===== src/design/ssgr_pkg.sv =====
// Shared constants, state type and small helper functions for the step
// sequencer with gate ramp. No dependencies; used by every design file.
package ssgr_pkg;

    localparam int NUM_STEPS   = 16;
    localparam int PATTERN_W   = 16;
    localparam int CNT_W       = 32;
    localparam int LEN_W       = 37;
    localparam int FRAC_W      = 16;
    localparam int STEP_W      = $clog2(NUM_STEPS);
    localparam int GAP_W       = $clog2(NUM_STEPS + 1);
    localparam int MUL_W       = $clog2(NUM_STEPS + 2);
    localparam int PROD_W      = CNT_W + MUL_W;
    localparam int WIDE_W      = (PROD_W > LEN_W) ? PROD_W : LEN_W;
    localparam int OUT_STEP_W  = 4;
    localparam int OUT_GAP_W   = 5;
    localparam int IN_TDATA_W  = 8;
    localparam int OUT_TDATA_W = 32;
    localparam int PADDR_W     = 3;
    localparam int PDATA_W     = 32;

    // register index, taken from paddr[2]
    localparam logic REG_ARMED_PATTERN = 1'b0;

    typedef enum logic [2:0] {
        ST_IDLE,
        ST_SCAN,
        ST_MUL,
        ST_DIV_GO,
        ST_DIV,
        ST_OUT
    } ssgr_state_t;

    // steps numbered 16 and above are never armed
    function automatic logic is_armed(input logic [PATTERN_W-1:0] pattern,
                                      input logic [STEP_W-1:0] s);
        logic [STEP_W+4:0] w;
        w = (STEP_W + 5)'(s);
        if (w >= (STEP_W + 5)'(PATTERN_W))
            return 1'b0;
        return pattern[w[3:0]];
    endfunction

    function automatic logic [STEP_W-1:0] next_step(input logic [STEP_W-1:0] s);
        logic [STEP_W:0] w;
        w = (STEP_W + 1)'(s) + (STEP_W + 1)'(1);
        if (w == (STEP_W + 1)'(NUM_STEPS))
            return '0;
        return w[STEP_W-1:0];
    endfunction

    function automatic logic [LEN_W-1:0] sat_len(input logic [PROD_W-1:0] p);
        logic [WIDE_W-1:0] w;
        logic [WIDE_W-1:0] lim;
        w   = WIDE_W'(p);
        lim = WIDE_W'({LEN_W{1'b1}});
        if (w > lim)
            return {LEN_W{1'b1}};
        return w[LEN_W-1:0];
    endfunction

    function automatic logic [OUT_STEP_W-1:0] out_step(input logic [STEP_W-1:0] s);
        logic [STEP_W+OUT_STEP_W-1:0] w;
        w = (STEP_W + OUT_STEP_W)'(s);
        return w[OUT_STEP_W-1:0];
    endfunction

    function automatic logic [OUT_GAP_W-1:0] out_gap(input logic [GAP_W-1:0] g);
        logic [GAP_W+OUT_GAP_W-1:0] w;
        w = (GAP_W + OUT_GAP_W)'(g);
        if (w > (GAP_W + OUT_GAP_W)'({OUT_GAP_W{1'b1}}))
            return {OUT_GAP_W{1'b1}};
        return w[OUT_GAP_W-1:0];
    endfunction

endpackage


===== src/design/step_sequencer_with_gate_ramp.sv =====
// Top level of the step sequencer with gate ramp: APB register, tick
// counters, next-armed-step scan and sequencing of ssgr_mul and ssgr_div.
// Depends on ssgr_pkg, ssgr_mul, ssgr_div.
//
//  channel   | signals                           | direction
//  ----------+-----------------------------------+----------
//  tick in   | s_axis_tvalid/tready/tdata[7:0]   | in
//  result    | m_axis_tvalid/tready/tdata[31:0]  | out
//  config    | psel/penable/pwrite/paddr/pwdata  | in, prdata out
//
// A tick without a trigger is accepted, launches the divider, runs the
// one-bit-per-cycle divider and goes to the output register. A zero
// length or a ramp already past full scale skips the divider loop.
// A trigger adds the next-armed-step scan (one step per cycle, up to 16)
// and the serial multiplier ahead of the divider launch.
// Reset clears all control state and counters; no clearing pass.
// A stalled result sits in the output register; the next tick is accepted
// meanwhile and its result waits in the divider until the register frees.
module step_sequencer_with_gate_ramp (
    input  logic                               clk,
    input  logic                               rst_n,
    input  logic                               s_axis_tvalid,
    output logic                               s_axis_tready,
    // [0] advance, [1] restart, [7:2] zero
    input  logic [ssgr_pkg::IN_TDATA_W-1:0]    s_axis_tdata,
    output logic                               m_axis_tvalid,
    input  logic                               m_axis_tready,
    // [0] trigger_pulse, [4:1] step_index, [9:5] gap_steps,
    // [25:10] ramp_fraction, [31:26] zero
    output logic [ssgr_pkg::OUT_TDATA_W-1:0]   m_axis_tdata,
    input  logic                               psel,
    input  logic                               penable,
    input  logic                               pwrite,
    input  logic [ssgr_pkg::PADDR_W-1:0]       paddr,
    input  logic [ssgr_pkg::PDATA_W-1:0]       pwdata,
    output logic [ssgr_pkg::PDATA_W-1:0]       prdata,
    output logic                               pready
);
    import ssgr_pkg::*;

    ssgr_state_t          state_reg, state_next;
    logic [PATTERN_W-1:0] pattern_reg;
    logic [STEP_W-1:0]    step_reg, step_next;
    logic [STEP_W-1:0]    probe_reg, probe_next;
    logic [GAP_W-1:0]     gap_reg, gap_next;
    logic [GAP_W-1:0]     last_gap_reg, last_gap_next;
    logic [CNT_W-1:0]     tss_reg, tss_next;
    logic [CNT_W-1:0]     interval_reg, interval_next;
    logic [CNT_W-1:0]     tst_reg, tst_next;
    logic [LEN_W-1:0]     len_reg, len_next;
    logic                 trig_reg, trig_next;
    logic                 m_valid_reg, m_valid_next;
    logic [OUT_TDATA_W-1:0] m_data_reg, m_data_next;

    logic                 in_xfer;
    logic                 out_load;
    logic                 cfg_wr;
    logic [CNT_W-1:0]     tss_inc;
    logic [CNT_W-1:0]     tst_inc;
    logic [STEP_W-1:0]    landed;
    logic                 mul_start, mul_done;
    logic [PROD_W-1:0]    mul_prod;
    logic                 div_start, div_done;
    logic [FRAC_W-1:0]    div_q;

    // configuration port
    assign pready = 1'b1;
    assign cfg_wr = psel && penable && pwrite && pready;

    always_comb
    begin
        unique case (paddr[2])
            REG_ARMED_PATTERN: prdata = PDATA_W'(pattern_reg);
            default:           prdata = '0;
        endcase
    end

    always_ff @(posedge clk or negedge rst_n)
    begin
        if (!rst_n)
            pattern_reg <= '0;
        else if (cfg_wr && paddr[2] == REG_ARMED_PATTERN)
            pattern_reg <= pwdata[PATTERN_W-1:0];
    end

    assign s_axis_tready = (state_reg == ST_IDLE);
    assign in_xfer       = s_axis_tvalid && s_axis_tready;
    assign out_load      = (state_reg == ST_OUT) && (!m_valid_reg || m_axis_tready);

    assign tss_inc = (tss_reg == '1) ? tss_reg : tss_reg + CNT_W'(1);
    assign tst_inc = (tst_reg == '1) ? tst_reg : tst_reg + CNT_W'(1);
    assign landed  = s_axis_tdata[1] ? '0 : next_step(step_reg);

    always_comb
    begin
        state_next    = state_reg;
        step_next     = step_reg;
        probe_next    = probe_reg;
        gap_next      = gap_reg;
        last_gap_next = last_gap_reg;
        tss_next      = tss_reg;
        interval_next = interval_reg;
        tst_next      = tst_reg;
        len_next      = len_reg;
        trig_next     = trig_reg;
        m_valid_next  = m_valid_reg;
        m_data_next   = m_data_reg;
        mul_start     = 1'b0;
        div_start     = 1'b0;

        if (m_valid_reg && m_axis_tready)
            m_valid_next = 1'b0;

        unique case (state_reg)
            ST_IDLE:
            begin
                if (in_xfer)
                begin
                    tst_next   = tst_inc;
                    tss_next   = tss_inc;
                    trig_next  = 1'b0;
                    state_next = ST_DIV_GO;
                    if (s_axis_tdata[1] || s_axis_tdata[0])
                    begin
                        step_next = landed;
                        // restart leaves the interval measurement alone
                        if (!s_axis_tdata[1])
                        begin
                            interval_next = tss_inc;
                            tss_next      = '0;
                        end
                        if (is_armed(pattern_reg, landed))
                        begin
                            trig_next  = 1'b1;
                            gap_next   = GAP_W'(1);
                            probe_next = next_step(landed);
                            state_next = ST_SCAN;
                        end
                    end
                end
            end
            ST_SCAN:
            begin
                if (gap_reg == GAP_W'(NUM_STEPS) || is_armed(pattern_reg, probe_reg))
                begin
                    mul_start  = 1'b1;
                    state_next = ST_MUL;
                end
                else
                begin
                    gap_next   = gap_reg + GAP_W'(1);
                    probe_next = next_step(probe_reg);
                end
            end
            ST_MUL:
            begin
                if (mul_done)
                begin
                    len_next      = sat_len(mul_prod);
                    last_gap_next = gap_reg;
                    tst_next      = '0;
                    state_next    = ST_DIV_GO;
                end
            end
            ST_DIV_GO:
            begin
                div_start  = 1'b1;
                state_next = ST_DIV;
            end
            ST_DIV:
            begin
                if (div_done)
                    state_next = ST_OUT;
            end
            ST_OUT:
            begin
                if (out_load)
                begin
                    m_valid_next = 1'b1;
                    m_data_next  = OUT_TDATA_W'({div_q, out_gap(last_gap_reg),
                                                 out_step(step_reg), trig_reg});
                    state_next   = ST_IDLE;
                end
            end
            default:
            begin
                state_next = ST_IDLE;
            end
        endcase
    end

    always_ff @(posedge clk or negedge rst_n)
    begin
        if (!rst_n)
        begin
            state_reg    <= ST_IDLE;
            step_reg     <= '0;
            probe_reg    <= '0;
            gap_reg      <= '0;
            last_gap_reg <= '0;
            tss_reg      <= '0;
            interval_reg <= '0;
            tst_reg      <= '0;
            len_reg      <= '0;
            trig_reg     <= 1'b0;
            m_valid_reg  <= 1'b0;
        end
        else
        begin
            state_reg    <= state_next;
            step_reg     <= step_next;
            probe_reg    <= probe_next;
            gap_reg      <= gap_next;
            last_gap_reg <= last_gap_next;
            tss_reg      <= tss_next;
            interval_reg <= interval_next;
            tst_reg      <= tst_next;
            len_reg      <= len_next;
            trig_reg     <= trig_next;
            m_valid_reg  <= m_valid_next;
        end
    end

    always_ff @(posedge clk)
    begin
        m_data_reg <= m_data_next;
    end

    assign m_axis_tvalid = m_valid_reg;
    assign m_axis_tdata  = m_data_reg;

    ssgr_mul u_mul (
        .clk     (clk),
        .rst_n   (rst_n),
        .start   (mul_start),
        .mcand   (interval_reg),
        .mplier  (MUL_W'(gap_reg) + MUL_W'(1)),
        .done    (mul_done),
        .product (mul_prod)
    );

    ssgr_div u_div (
        .clk      (clk),
        .rst_n    (rst_n),
        .start    (div_start),
        .ticks    (tst_reg),
        .length   (len_reg),
        .done     (div_done),
        .quotient (div_q)
    );

    // a fresh trigger has zero elapsed ticks, so the ramp starts at nought unless the length is zero
    a_trig_frac_zero: assert property (@(posedge clk) disable iff (!rst_n)
        (out_load && trig_reg) |-> (div_q == '0 || len_reg == '0))
        else $error("trigger result with non-zero ramp fraction");

    a_mul_done_state: assert property (@(posedge clk) disable iff (!rst_n)
        mul_done |-> (state_reg == ST_MUL))
        else $error("multiplier finished outside its wait state");

    a_div_done_state: assert property (@(posedge clk) disable iff (!rst_n)
        div_done |-> (state_reg == ST_DIV))
        else $error("divider finished outside its wait state");

    a_scan_bounds: assert property (@(posedge clk) disable iff (!rst_n)
        (state_reg == ST_SCAN) |->
            (gap_reg <= GAP_W'(NUM_STEPS) && gap_reg != '0 &&
             (STEP_W + 1)'(probe_reg) < (STEP_W + 1)'(NUM_STEPS)))
        else $error("step scan out of range");

endmodule


===== src/design/ssgr_mul.sv =====
// Bit-serial shift-and-add multiplier: interval times (gap + 1),
// one multiplier bit per cycle. Depends on ssgr_pkg.
module ssgr_mul (
    input  logic                       clk,
    input  logic                       rst_n,
    input  logic                       start,
    input  logic [ssgr_pkg::CNT_W-1:0]  mcand,
    input  logic [ssgr_pkg::MUL_W-1:0]  mplier,
    output logic                       done,
    output logic [ssgr_pkg::PROD_W-1:0] product
);
    import ssgr_pkg::*;

    localparam int CW = $clog2(MUL_W + 1);

    logic              busy_reg, busy_next;
    logic              done_reg, done_next;
    logic [CW-1:0]     cnt_reg, cnt_next;
    logic [PROD_W-1:0] acc_reg, acc_next;
    logic [PROD_W-1:0] mcand_reg, mcand_next;
    logic [MUL_W-1:0]  mplier_reg, mplier_next;

    always_comb
    begin
        busy_next   = busy_reg;
        done_next   = 1'b0;
        cnt_next    = cnt_reg;
        acc_next    = acc_reg;
        mcand_next  = mcand_reg;
        mplier_next = mplier_reg;
        if (start)
        begin
            busy_next   = 1'b1;
            cnt_next    = CW'(MUL_W);
            acc_next    = '0;
            mcand_next  = PROD_W'(mcand);
            mplier_next = mplier;
        end
        else if (busy_reg)
        begin
            if (mplier_reg[0])
                acc_next = acc_reg + mcand_reg;
            mcand_next  = {mcand_reg[PROD_W-2:0], 1'b0};
            mplier_next = mplier_reg >> 1;
            cnt_next    = cnt_reg - CW'(1);
            if (cnt_reg == CW'(1))
            begin
                busy_next = 1'b0;
                done_next = 1'b1;
            end
        end
    end

    always_ff @(posedge clk or negedge rst_n)
    begin
        if (!rst_n)
        begin
            busy_reg <= 1'b0;
            done_reg <= 1'b0;
            cnt_reg  <= '0;
        end
        else
        begin
            busy_reg <= busy_next;
            done_reg <= done_next;
            cnt_reg  <= cnt_next;
        end
    end

    always_ff @(posedge clk)
    begin
        acc_reg    <= acc_next;
        mcand_reg  <= mcand_next;
        mplier_reg <= mplier_next;
    end

    assign done    = done_reg;
    assign product = acc_reg;

endmodule


===== src/design/ssgr_div.sv =====
// Restoring divider for the ramp fraction: (ticks << 16) / length,
// one quotient bit per cycle, clamped to full scale. Depends on ssgr_pkg.
module ssgr_div (
    input  logic                       clk,
    input  logic                       rst_n,
    input  logic                       start,
    input  logic [ssgr_pkg::CNT_W-1:0]  ticks,
    input  logic [ssgr_pkg::LEN_W-1:0]  length,
    output logic                       done,
    output logic [ssgr_pkg::FRAC_W-1:0] quotient
);
    import ssgr_pkg::*;

    localparam int CW = $clog2(FRAC_W + 1);

    logic              busy_reg, busy_next;
    logic              done_reg, done_next;
    logic [CW-1:0]     cnt_reg, cnt_next;
    logic [LEN_W-1:0]  rem_reg, rem_next;
    logic [LEN_W-1:0]  len_reg, len_next;
    logic [FRAC_W-1:0] q_reg, q_next;
    logic [LEN_W:0]    rem_sh;
    logic [LEN_W:0]    rem_sub;

    always_comb
    begin
        busy_next = busy_reg;
        done_next = 1'b0;
        cnt_next  = cnt_reg;
        rem_next  = rem_reg;
        len_next  = len_reg;
        q_next    = q_reg;
        rem_sh    = {rem_reg, 1'b0};
        rem_sub   = rem_sh - {1'b0, len_reg};
        if (start)
        begin
            len_next = length;
            rem_next = LEN_W'(ticks);
            cnt_next = CW'(FRAC_W);
            // zero length, or ticks already past the length: full scale
            if (length == '0 || LEN_W'(ticks) >= length)
            begin
                q_next    = '1;
                done_next = 1'b1;
            end
            else
            begin
                q_next    = '0;
                busy_next = 1'b1;
            end
        end
        else if (busy_reg)
        begin
            if (rem_sh >= {1'b0, len_reg})
            begin
                rem_next = rem_sub[LEN_W-1:0];
                q_next   = {q_reg[FRAC_W-2:0], 1'b1};
            end
            else
            begin
                rem_next = rem_sh[LEN_W-1:0];
                q_next   = {q_reg[FRAC_W-2:0], 1'b0};
            end
            cnt_next = cnt_reg - CW'(1);
            if (cnt_reg == CW'(1))
            begin
                busy_next = 1'b0;
                done_next = 1'b1;
            end
        end
    end

    always_ff @(posedge clk or negedge rst_n)
    begin
        if (!rst_n)
        begin
            busy_reg <= 1'b0;
            done_reg <= 1'b0;
            cnt_reg  <= '0;
        end
        else
        begin
            busy_reg <= busy_next;
            done_reg <= done_next;
            cnt_reg  <= cnt_next;
        end
    end

    always_ff @(posedge clk)
    begin
        rem_reg <= rem_next;
        len_reg <= len_next;
        q_reg   <= q_next;
    end

    assign done     = done_reg;
    assign quotient = q_reg;

endmodule


===== config.mk =====
export PLATFORM = sky130hd
export DESIGN_NAME = step_sequencer_with_gate_ramp
export DESIGN_NICKNAME = d
export VERILOG_FILES = /design/src/design/ssgr_pkg.sv /design/src/design/step_sequencer_with_gate_ramp.sv /design/src/design/ssgr_mul.sv /design/src/design/ssgr_div.sv
export SDC_FILE = /design/constraint.sdc
export NUM_CORES = 1
export LEC_CHECK = 0
export BUFFER_PORTS_ARGS = -buffer_cell sky130_fd_sc_hd__buf_2
export CAP_MARGIN = 20
export CORE_UTILIZATION = 50
export CTS_BUF_LIST = sky130_fd_sc_hd__clkbuf_4 sky130_fd_sc_hd__clkbuf_8 sky130_fd_sc_hd__clkbuf_16
export DETAILED_ROUTE_END_ITERATION = 10
export GPL_TIMING_DRIVEN = 0
export PLACE_DENSITY = 0.67
export SKIP_LAST_GASP = 1
export SLEW_MARGIN = 0
export SYNTH_ARGS = -nofsm -noshare
export SYNTH_HDL_FRONTEND = slang
export SYNTH_SLANG_ARGS = --single-unit

===== constraint.sdc =====
create_clock -name clk -period 4.93 [get_ports clk]
set_clock_uncertainty 0.1 [all_clocks]
set_input_delay 0.986 -clock clk [delete_from_list [all_inputs] [get_ports clk]]
set_output_delay 0.986 -clock clk [all_outputs]
set_load 0.02 [all_outputs]

Word level (Yosys, flattened, before mapping)
Cells that the tools add are included.
Cells by class
  muxes and demuxes: 88
  magnitude comparators: 5
  add/subtract/negate cells: 10
  equal/unequal tests: 23
  reductions and logical operators: 26
  bitwise operators: 2
Operators by type and width (number)
  2-to-1 mux 32 bit: 10
  2-to-1 mux 37 bit: 3
  adder 32 x 1 -> 32 bit (second input constant): 2
  == test 32 bit (second input constant): 2
  2-to-1 mux 16 bit: 4
  case mux 32 bit (2 select lines): 1
  2-to-1 mux 4 bit: 11
  2-to-1 mux 5 bit: 8
  greater-or-equal comparator 38 x 37 -> 1 bit: 1
  adder 37 bit: 1
  greater-or-equal comparator 32 x 37 -> 1 bit: 1
  > comparator 37 bit (second input constant): 1
  logical NOT 37 bit: 1
  2-to-1 mux 1 bit: 37
  subtractor 37 bit: 1
  2-to-1 mux 3 bit: 7
  == test 5 bit (second input constant): 4
  case mux 3 bit (6 select lines): 1
  adder 4 x 1 -> 5 bit (second input constant): 3
  < comparator 4 x 5 -> 1 bit (second input constant): 2
  != test 2 x 1 -> 1 bit (second input constant): 5
  != test 2 bit (second input constant): 5
  case mux 5 bit (2 select lines): 1
  AND reduction 5 bit: 2
  19 further kinds: 40
Word-level totals
  logic and storage cells: 181
  register bits: 379
  bits of input ports: 50
  output and inout port bits: 67

Longest topological paths before layout
Gate-level depths: netlist of the first run.
  depth after elaboration: 17
  mapped depth: 14
  gate-level depth less buffers: 12

Hierarchy
From an unflattened synthesis of the first run, not the netlist that was laid out.
Unflattened totals
  cells, all modules: 2235
  area total of the unflattened synthesis: 21962.3 um^2
By module, submodules not included
  step_sequencer_with_gate_ramp: area an instance 9663.0 um^2, sequential area each 5084.9 um^2, cells an instance 919, times used 1
  ssgr_div: area an instance 7069.3 um^2, sequential area each 2827.7 um^2, cells an instance 765, times used 1
  ssgr_mul: area an instance 5230.0 um^2, sequential area each 2077.0 um^2, cells an instance 551, times used 1

Worst setup path before layout of the first run
No wires, ideal clock.
  kind: register -> register
  start point: register probe_reg[0]
  end point: register u_mul.mcand_reg[0] (enable)
  required time: 4.318 ns
  data arrival time: 2.789 ns
  stages on the path, launching flop included: 9
  clock period less this slack: 3.401 ns
  setup slack: 1.529 ns
  buffers on the path: 3
  cell sequence: dfrtp_1 buf_2 mux4_2 mux4_2 a31oi_4 nand2b_1 buf_2 buf_2 nand2_1
On the way
  word-level cells in the longest chain between the ends: 6
RTL lines
  from (decl): line step_sequencer_with_gate_ramp.sv:44  | logic [STEP_W-1:0] probe_reg, probe_next;
  from (signal assigned): line step_sequencer_with_gate_ramp.sv:212  | probe_reg <= probe_next;
  binary-select mux 1 bit (select 4 bit): line ssgr_pkg.sv:41  | return pattern[w[3:0]];
  2-to-1 mux 1 bit (not written as such): line ssgr_pkg.sv:41
  logical OR 1 bit: line step_sequencer_with_gate_ramp.sv:144  | if (gap_reg == GAP_W'(NUM_STEPS) || is_armed(pattern_reg, probe_reg))
  2-to-1 mux 1 bit: line step_sequencer_with_gate_ramp.sv:144
  2-to-1 mux 1 bit: line step_sequencer_with_gate_ramp.sv:114  | unique case (state_reg)
  nonzero test 2 bit (no source line)
  to (signal assigned): line ssgr_mul.sv:73  | mcand_reg <= mcand_next;
  to (decl): line ssgr_mul.sv:20  | logic [PROD_W-1:0] mcand_reg, mcand_next;
No other way between the ends. The select of a mux whose other input is x is not followed.
A chain may end at the register's enable or synchronous reset.

Worst setup path in the final report of the first run
  start point: register probe_reg[0]
  end point: register u_mul.mplier_reg[1] (enable)
On the way
  word-level cells in the longest chain between the ends: 6
RTL lines
  binary-select mux 1 bit (select 4 bit): line ssgr_pkg.sv:41
  2-to-1 mux 1 bit (not written as such): line ssgr_pkg.sv:41
  logical OR 1 bit: line step_sequencer_with_gate_ramp.sv:144
  2-to-1 mux 1 bit: line step_sequencer_with_gate_ramp.sv:144
  2-to-1 mux 1 bit: line step_sequencer_with_gate_ramp.sv:114
  nonzero test 2 bit (no source line)
  to (signal assigned): line ssgr_mul.sv:74  | mplier_reg <= mplier_next;
  to (decl): line ssgr_mul.sv:21  | logic [MUL_W-1:0] mplier_reg, mplier_next;
No other way between the ends. The select of a mux whose other input is x is not followed.

==> results of run 1 <==
cell families (layout without fill, tap and decap cells):
logic type	count (synthesis)	count (layout)	share of synthesized area, %
flops	379	379	46.87
mux	60	60	3.405
buf+inv	234	380	4.808
compound gates	537	537	15.49
fa+ha+maj	118	118	6.998
xor+xnor	131	131	5.384
simple gates	804	804	17.00
other cells	2	23	0.03524
cells in the mapped netlist, types with 23 or more instances:
cell,count
nand3_1,51
buf_4,28
nand4_1,27
o21ai_0,158
xor2_1,65
nor2b_1,23
inv_1,106
nand2_1,358
dfrtp_1,184
ha_1,116
xnor2_1,66
mux2_2,29
a21oi_1,179
clkbuf_1,70
mux2i_1,23
a21o_1,47
nor2_1,206
edfxtp_1,148
dfxtp_1,47
metrics by stage:
step                      power [mW]  TNS (ns)  instance area (sq um)  utilization (%)  worst slack, ns
after floorplan                3.508         0                  21390                -            1.529
final                          6.565         0                  23860            56.88            1.100
after detailed placement       3.598         0                  22500            53.64            1.088
after CTS                      6.635         0                  23860            56.88            1.053
after global placement         3.589    -30.86                  22410            53.43          -0.2052
after global routing           6.765         0                  23860            56.88           0.8858
routing by layer:
layer	GRT usage, %	up-vias	share of wire (%)
met5	0	-	0
met4	8.863	0	3.1
met3	2.491	80	3.4
met2	40.81	331	49
met1	30.89	7799	45
li1	-	8221	-
power groups by stage:
stage	logic [mW]	clock network [mW]	registers, mW
after detailed placement	0.221	0	3.38
after global placement	0.214	0	3.38
after CTS	0.222	3.10	3.31
final	0.222	3.03	3.31
after global routing	0.242	3.21	3.32
after floorplan	0.144	0	3.36
how the worst min path moves through the flow:
stage	startpoint	to	slack (ns)	cells past startpoint
4_1_cts	rst_n	pattern_reg[11]$_DFFE_PN0P_	0.33	1
3_5_place_dp	last_gap_reg[0]$_DFFE_PN0P_	m_axis_tdata[5]$_DFFE_PP_	0.34	0
6_report	rst_n	pattern_reg[11]$_DFFE_PN0P_	0.30	1
5_1_grt	rst_n	pattern_reg[11]$_DFFE_PN0P_	0.35	1
3_3_place_gp	u_div.quotient[15]$_DFFE_PP_	m_axis_tdata[25]$_DFFE_PP_	0.30	0
2_1_floorplan	u_div.quotient[15]$_DFFE_PP_	m_axis_tdata[25]$_DFFE_PP_	0.30	0
final cells by class:
| type | count | area (sq um) |
|---|---|---|
| Timing Repair Buffer | 72 | 422.9 |
| Buffer | 127 | 624.3 |
| Inverter | 107 | 401.6 |
| Fill cell | 3684 | 18090 |
| Clock inverter | 15 | 115.1 |
| Tap cell | 539 | 674.4 |
| Clock buffer | 59 | 1241 |
| Multi-Input combinational cell | 1673 | 10390 |
| Sequential cell | 379 | 9990 |
==> impl_metrics.py, run 1 <==
metrics = {
    "global_routing": {
        "grt_first_pass_wirelength_microns": 83190,
        "grt_usage_pct": 23.73,
        "grt_max_degree": 107,
        "grt_pass1_vias": 15940,
        "grt-ovfl-total": 0,
        "antenna_found_initial": 0,
    },
    "floorplan": {
        "die_w_microns": 208.5,
        "num_io_pins": 117,
        "die_h_microns": 208.5,
        "core_area_sq_um": 41950,
        "initial_core_util_pct": 50.81,
        "die_area_sq_um": 43450,
        "rows": 75,
    },
    "timing": {
        "hold_viol_final": 0,
        "slew_viol_final": 0,
        "finalCritPeriodShare_pct": 77.69,
        "tightest_slew_ns": 0.9228,
        "setup_violations": 0,
        "fin_hold_ws_ns": 0.3036,
        "fmax_mhz": 261.1,
        "rsz0062_at_grt": "false",
        "max-slew-margin-rel_pct": 38.33,
        "layout_min_cycle_time_ns": 3.830,
    },
    "worst_setup_path": {
        "ff2ff_path_depth": 8,
        "rrSetupSlack_ns": 1.10,
        "worstPathRequired_ns": 4.91,
        "critPathKind": "register to register",
        "cp_slowest_cell": "nand2_2",
        "path_cells": "buf_2, mux4_2, mux4_2, a31oi_4, nand2b_1, buf_2, buf_2, nand2_2",
        "cp_max_fo": 37,
        "crit_top_cell": "buf_2",
        "arrival_ns": 3.81,
        "max_stage_delay_ns": 0.55,
        "worst-path-buf-inv": 3,
        "r2r_end": "u_mul.mplier_reg[1]$_DFFE_PP_",
        "endpoint": "u_mul.mplier_reg[1]$_DFFE_PP_",
        "cp-startpoint": "probe_reg[0]$_DFFE_PN0P_",
        "critPathTopFamily": "multiplexers",
        "r2r_start": "probe_reg[0]$_DFFE_PN0P_",
        "crit_cells": 8,
        "worstSetupEndpointType": "register",
        "cp-start-kind": "register",
    },
    "final_layout": {
        "mostFrequentLayoutCells": "nand2_1 (357), nor2_1 (205), dfrtp_1 (184), a21oi_1 (179), o21ai_0 (158)",
        "final_common_cell": "nand2_1",
        "final_cell_count_no_fill": 2971,
        "diodes": 0,
        "fin_nets": 2568,
        "drive_above_1_share_pct": 10.86,
        "area_delta_synth_final_pct": 11.95,
    },
    "clocking": {
        "post_cts_buffers": 0,
        "cts_resized": 0,
        "clk_pin_slew_ns": 0.06,
        "clkSinkCount": 379,
        "numCtsBuffers": 40,
        "clkLatencyLatePin_ns": 0.54,
        "cts_root_buf": "clkbuf_16",
        "htree_levels": 2,
        "cts.path.max_buffers": 3,
        "hold_buffers": 0,
        "cts_tree": "yes",
    },
    "synthesis": {
        "yosys.area.top_type": "dfrtp_1",
        "synth_cell_types": 85,
        "syn_avg_cell_area_sq_um": 9.409,
        "ys.warnings.count": 0,
        "syn_inst": 2265,
        "ys_seq_area_share_pct": 46.87,
        "netlist_area_sq_um": 21310,
        "synthFlopType": "dfrtp_1",
        "synth_area_leaders": "dfrtp_1 (22%), edfxtp_1 (21%), ha_1 (6.8%)",
        "synth_seq_cells": 379,
        "yosysTopAreaCellShare_pct": 21.61,
        "synth_edf_count": 148,
        "async_flop_share_pct": 48.55,
    },
    "placement": {
        "io_buffers": 69,
        "place_congestion": 0.9382,
        "dp.cells": 2897,
        "hpwl_microns": 39350,
    },
    "detailed_routing": {
        "routed_wl_microns": 51230,
        "drtAntennaViolNets": 0,
        "first_pass_iters": 6,
        "first_iter_violations": 1116,
        "routed-via-count": 16430,
        "via_per_inst": 5.530,
        "drcViolationCount": 0,
        "routedWlPerCell_microns": 17.24,
    },
    "hold_path": {
        "hold_class": "input pin to asynchronous set/reset pin",
    },
    "power_and_ir_drop": {
        "p_leak_nw": 10.46,
        "pwr-share-clk_pct": 46.1,
        "seq_power_share_pct": 50.5,
        "powerDensity_nw_per_um2": 275.2,
        "ir_worst_vdd_uv": 236.0,
        "power.internal_mw": 5.192,
        "p_comb_share_pct": 3.4,
        "switching_share_pct": 20.91,
        "p_switching_mw": 1.373,
    },
    "job": {
        "maxCapViolCount": 0,
    },
    "status": {
        "status": "completed",
    },
}
No activity file was read; power rests on OpenSTA's default activity.
==> run 2: changes to the inputs <==
Clock period 4.93 ns to 3.6 ns, I/O delays scaled along.
==> impl_metrics.py, run 2 (same netlist as run 1, synthesis figures left out) <==
metrics = {
    "detailed_routing": {
        "first_pass_iters": 5,
        "routed_wl_microns": 51330,
        "first_iter_violations": 1130,
        "via_per_inst": 5.546,
        "drcViolationCount": 0,
        "routedWlPerCell_microns": 17.25,
        "drtAntennaViolNets": 0,
        "routed-via-count": 16500,
    },
    "worst_setup_path": {
        "cp-start-kind": "register",
        "worst-path-buf-inv": 2,
        "worstPathRequired_ns": 3.75,
        "cp_slowest_cell": "fa_1",
        "arrival_ns": 3.67,
        "cp_max_fo": 10,
        "worstSetupEndpointType": "register",
        "crit_top_cell": "a211oi_2",
        "max_stage_delay_ns": 0.49,
        "path_cells": "fa_1, nand2b_1, a211oi_1, a211oi_2, o211ai_1, a211oi_2, nand3_1, a31oi_4, buf_4, inv_2, mux2i_1, a21oi_1",
        "critPathTopFamily": "compound AO/OA/AOI/OAI gates",
        "critPathKind": "register to register",
    },
    "timing": {
        "fin_hold_ws_ns": 0.03869,
        "fin_tns_setup_ns": 0,
        "rsz0062_at_grt": "true",
        "tightest_slew_ns": 0.9270,
        "max-slew-margin-rel_pct": 38.06,
        "slew_viol_final": 0,
        "finalCritPeriodShare_pct": 97.64,
        "fmax_mhz": 284.5,
        "setup_violations": 0,
        "hold_viol_final": 0,
        "setup_ws_ns": 0.08488,
        "layout_min_cycle_time_ns": 3.515,
    },
    "floorplan": {
        "die_h_microns": 208.5,
        "rows": 75,
        "die_area_sq_um": 43450,
        "initial_core_util_pct": 50.81,
        "core_area_sq_um": 41950,
        "num_io_pins": 117,
        "die_w_microns": 208.5,
    },
    "status": {
        "status": "completed",
    },
    "clocking": {
        "clk_pin_slew_ns": 0.06,
        "cts_root_buf": "clkbuf_16",
        "cts_tree": "yes",
        "hold_buffers": 0,
        "clkSinkCount": 379,
        "cts.path.max_buffers": 3,
        "htree_levels": 2,
        "clkLatencyLatePin_ns": 0.54,
        "numCtsBuffers": 40,
    },
    "power_and_ir_drop": {
        "powerDensity_nw_per_um2": 376.1,
        "ir_worst_vdd_uv": 322.0,
        "p_leak_nw": 10.48,
    },
    "placement": {
        "io_buffers": 69,
        "place_congestion": 0.9382,
        "dp.cells": 2897,
        "hpwl_microns": 39350,
        "dp_slack_ns": -0.2416,
    },
    "global_routing": {
        "grt-ovfl-total": 0,
        "antenna_found_initial": 0,
        "grt_usage_pct": 23.75,
        "grt_max_degree": 107,
        "grt_first_pass_wirelength_microns": 83360,
        "grt_pass1_vias": 15970,
    },
    "final_layout": {
        "mostFrequentLayoutCells": "nand2_1 (357), nor2_1 (205), dfrtp_1 (184), a21oi_1 (179), o21ai_0 (158)",
        "fin_nets": 2572,
        "diodes": 0,
        "drive_above_1_share_pct": 11.12,
        "fill_cells": 3678,
        "final_common_cell": "nand2_1",
        "final_cell_count_no_fill": 2975,
        "area_delta_synth_final_pct": 12.24,
    },
    "hold_path": {
        "hold_class": "input pin to asynchronous set/reset pin",
    },
    "job": {
        "maxCapViolCount": 0,
    },
}
run 2: routing by layer:
metal	global-route usage [%]	part of all wire, %	vias up
li1	-	-	8234
met1	30.91	44	7834
met2	41.07	49	346
met3	2.491	3.7	84
met4	8.455	3.0	0
met5	0	0	-
run 2: final cells by class:
| class | instances | area [sq um] | area share [%] |
|---|---|---|---|
| plain buffers | 127 | 624.3 | 2.610 |
| clock buffers | 59 | 1241 | 5.189 |
| clock inverters | 15 | 115.1 | 0.4812 |
| inverters | 107 | 401.6 | 1.679 |
| multi-input cells | 1673 | 10420 | 43.56 |
| flip-flops and latches | 379 | 9990 | 41.76 |
| well taps | 539 | 674.4 | 2.819 |
| repair buffers | 76 | 452.9 | 1.894 |
run 2: timing repair:
| action | CTS | global route |
|---|---|---|
| pin swaps | 1 | 2 |
| resized for setup | 1 | 4 |
| hold endpoints to repair | 0 | 0 |
| endpoints found under the setup margin | 47 | 68 |
| buffers inserted | 1 | 3 |
run 2: per-stage QoR:
stage | power (mW) | area [sq um] | util, %
2_1_floorplan | 4.803 | 21390 | -
5_1_grt | 9.265 | 23920 | 57.02
4_1_cts | 9.086 | 23870 | 56.91
3_5_place_dp | 4.927 | 22500 | 53.64
6_report | 8.996 | 23920 | 57.02
3_3_place_gp | 4.915 | 22410 | 53.43
run 2: where the power goes:
| group | switching (mW) | internal [mW] |
|---|---|---|
| clock network | 1.68 | 2.48 |
| logic | 0.164 | 0.139 |
| registers | 0.0435 | 4.50 |
run 2: worst reg2reg max path, cell delays in order, from the launching register on:
cell and delay [ns]:
edfxtp_1 0.45, fa_1 0.49, nand2b_1 0.20, a211oi_1 0.26, a211oi_2 0.11, o211ai_1 0.35
a211oi_2 0.15, nand3_1 0.15, a31oi_4 0.13, buf_4 0.25, inv_2 0.24, mux2i_1 0.27
a21oi_1 0.09
run 2: final timing paths:
kind / depth (start not counted) / slack, ns / from / to
setup reg to reg: 12 / 0.08 / u_div.len_reg[0]$_DFFE_PP_ / u_div.rem_reg[26]$_DFFE_PP_
setup / recovery: 12 / 0.08 / u_div.len_reg[0]$_DFFE_PP_ / u_div.rem_reg[26]$_DFFE_PP_
max in group asynchronous: 2 / 2.45 / rst_n / len_reg[36]$_DFFE_PN0P_
hold reg to reg: 0 / 0.35 / u_div.quotient[15]$_DFFE_PP_ / m_axis_tdata[25]$_DFFE_PP_
min in group clk: 2 / 0.32 / pwdata[14] / pattern_reg[14]$_DFFE_PN0P_
hold / removal: 1 / 0.04 / rst_n / pattern_reg[11]$_DFFE_PN0P_
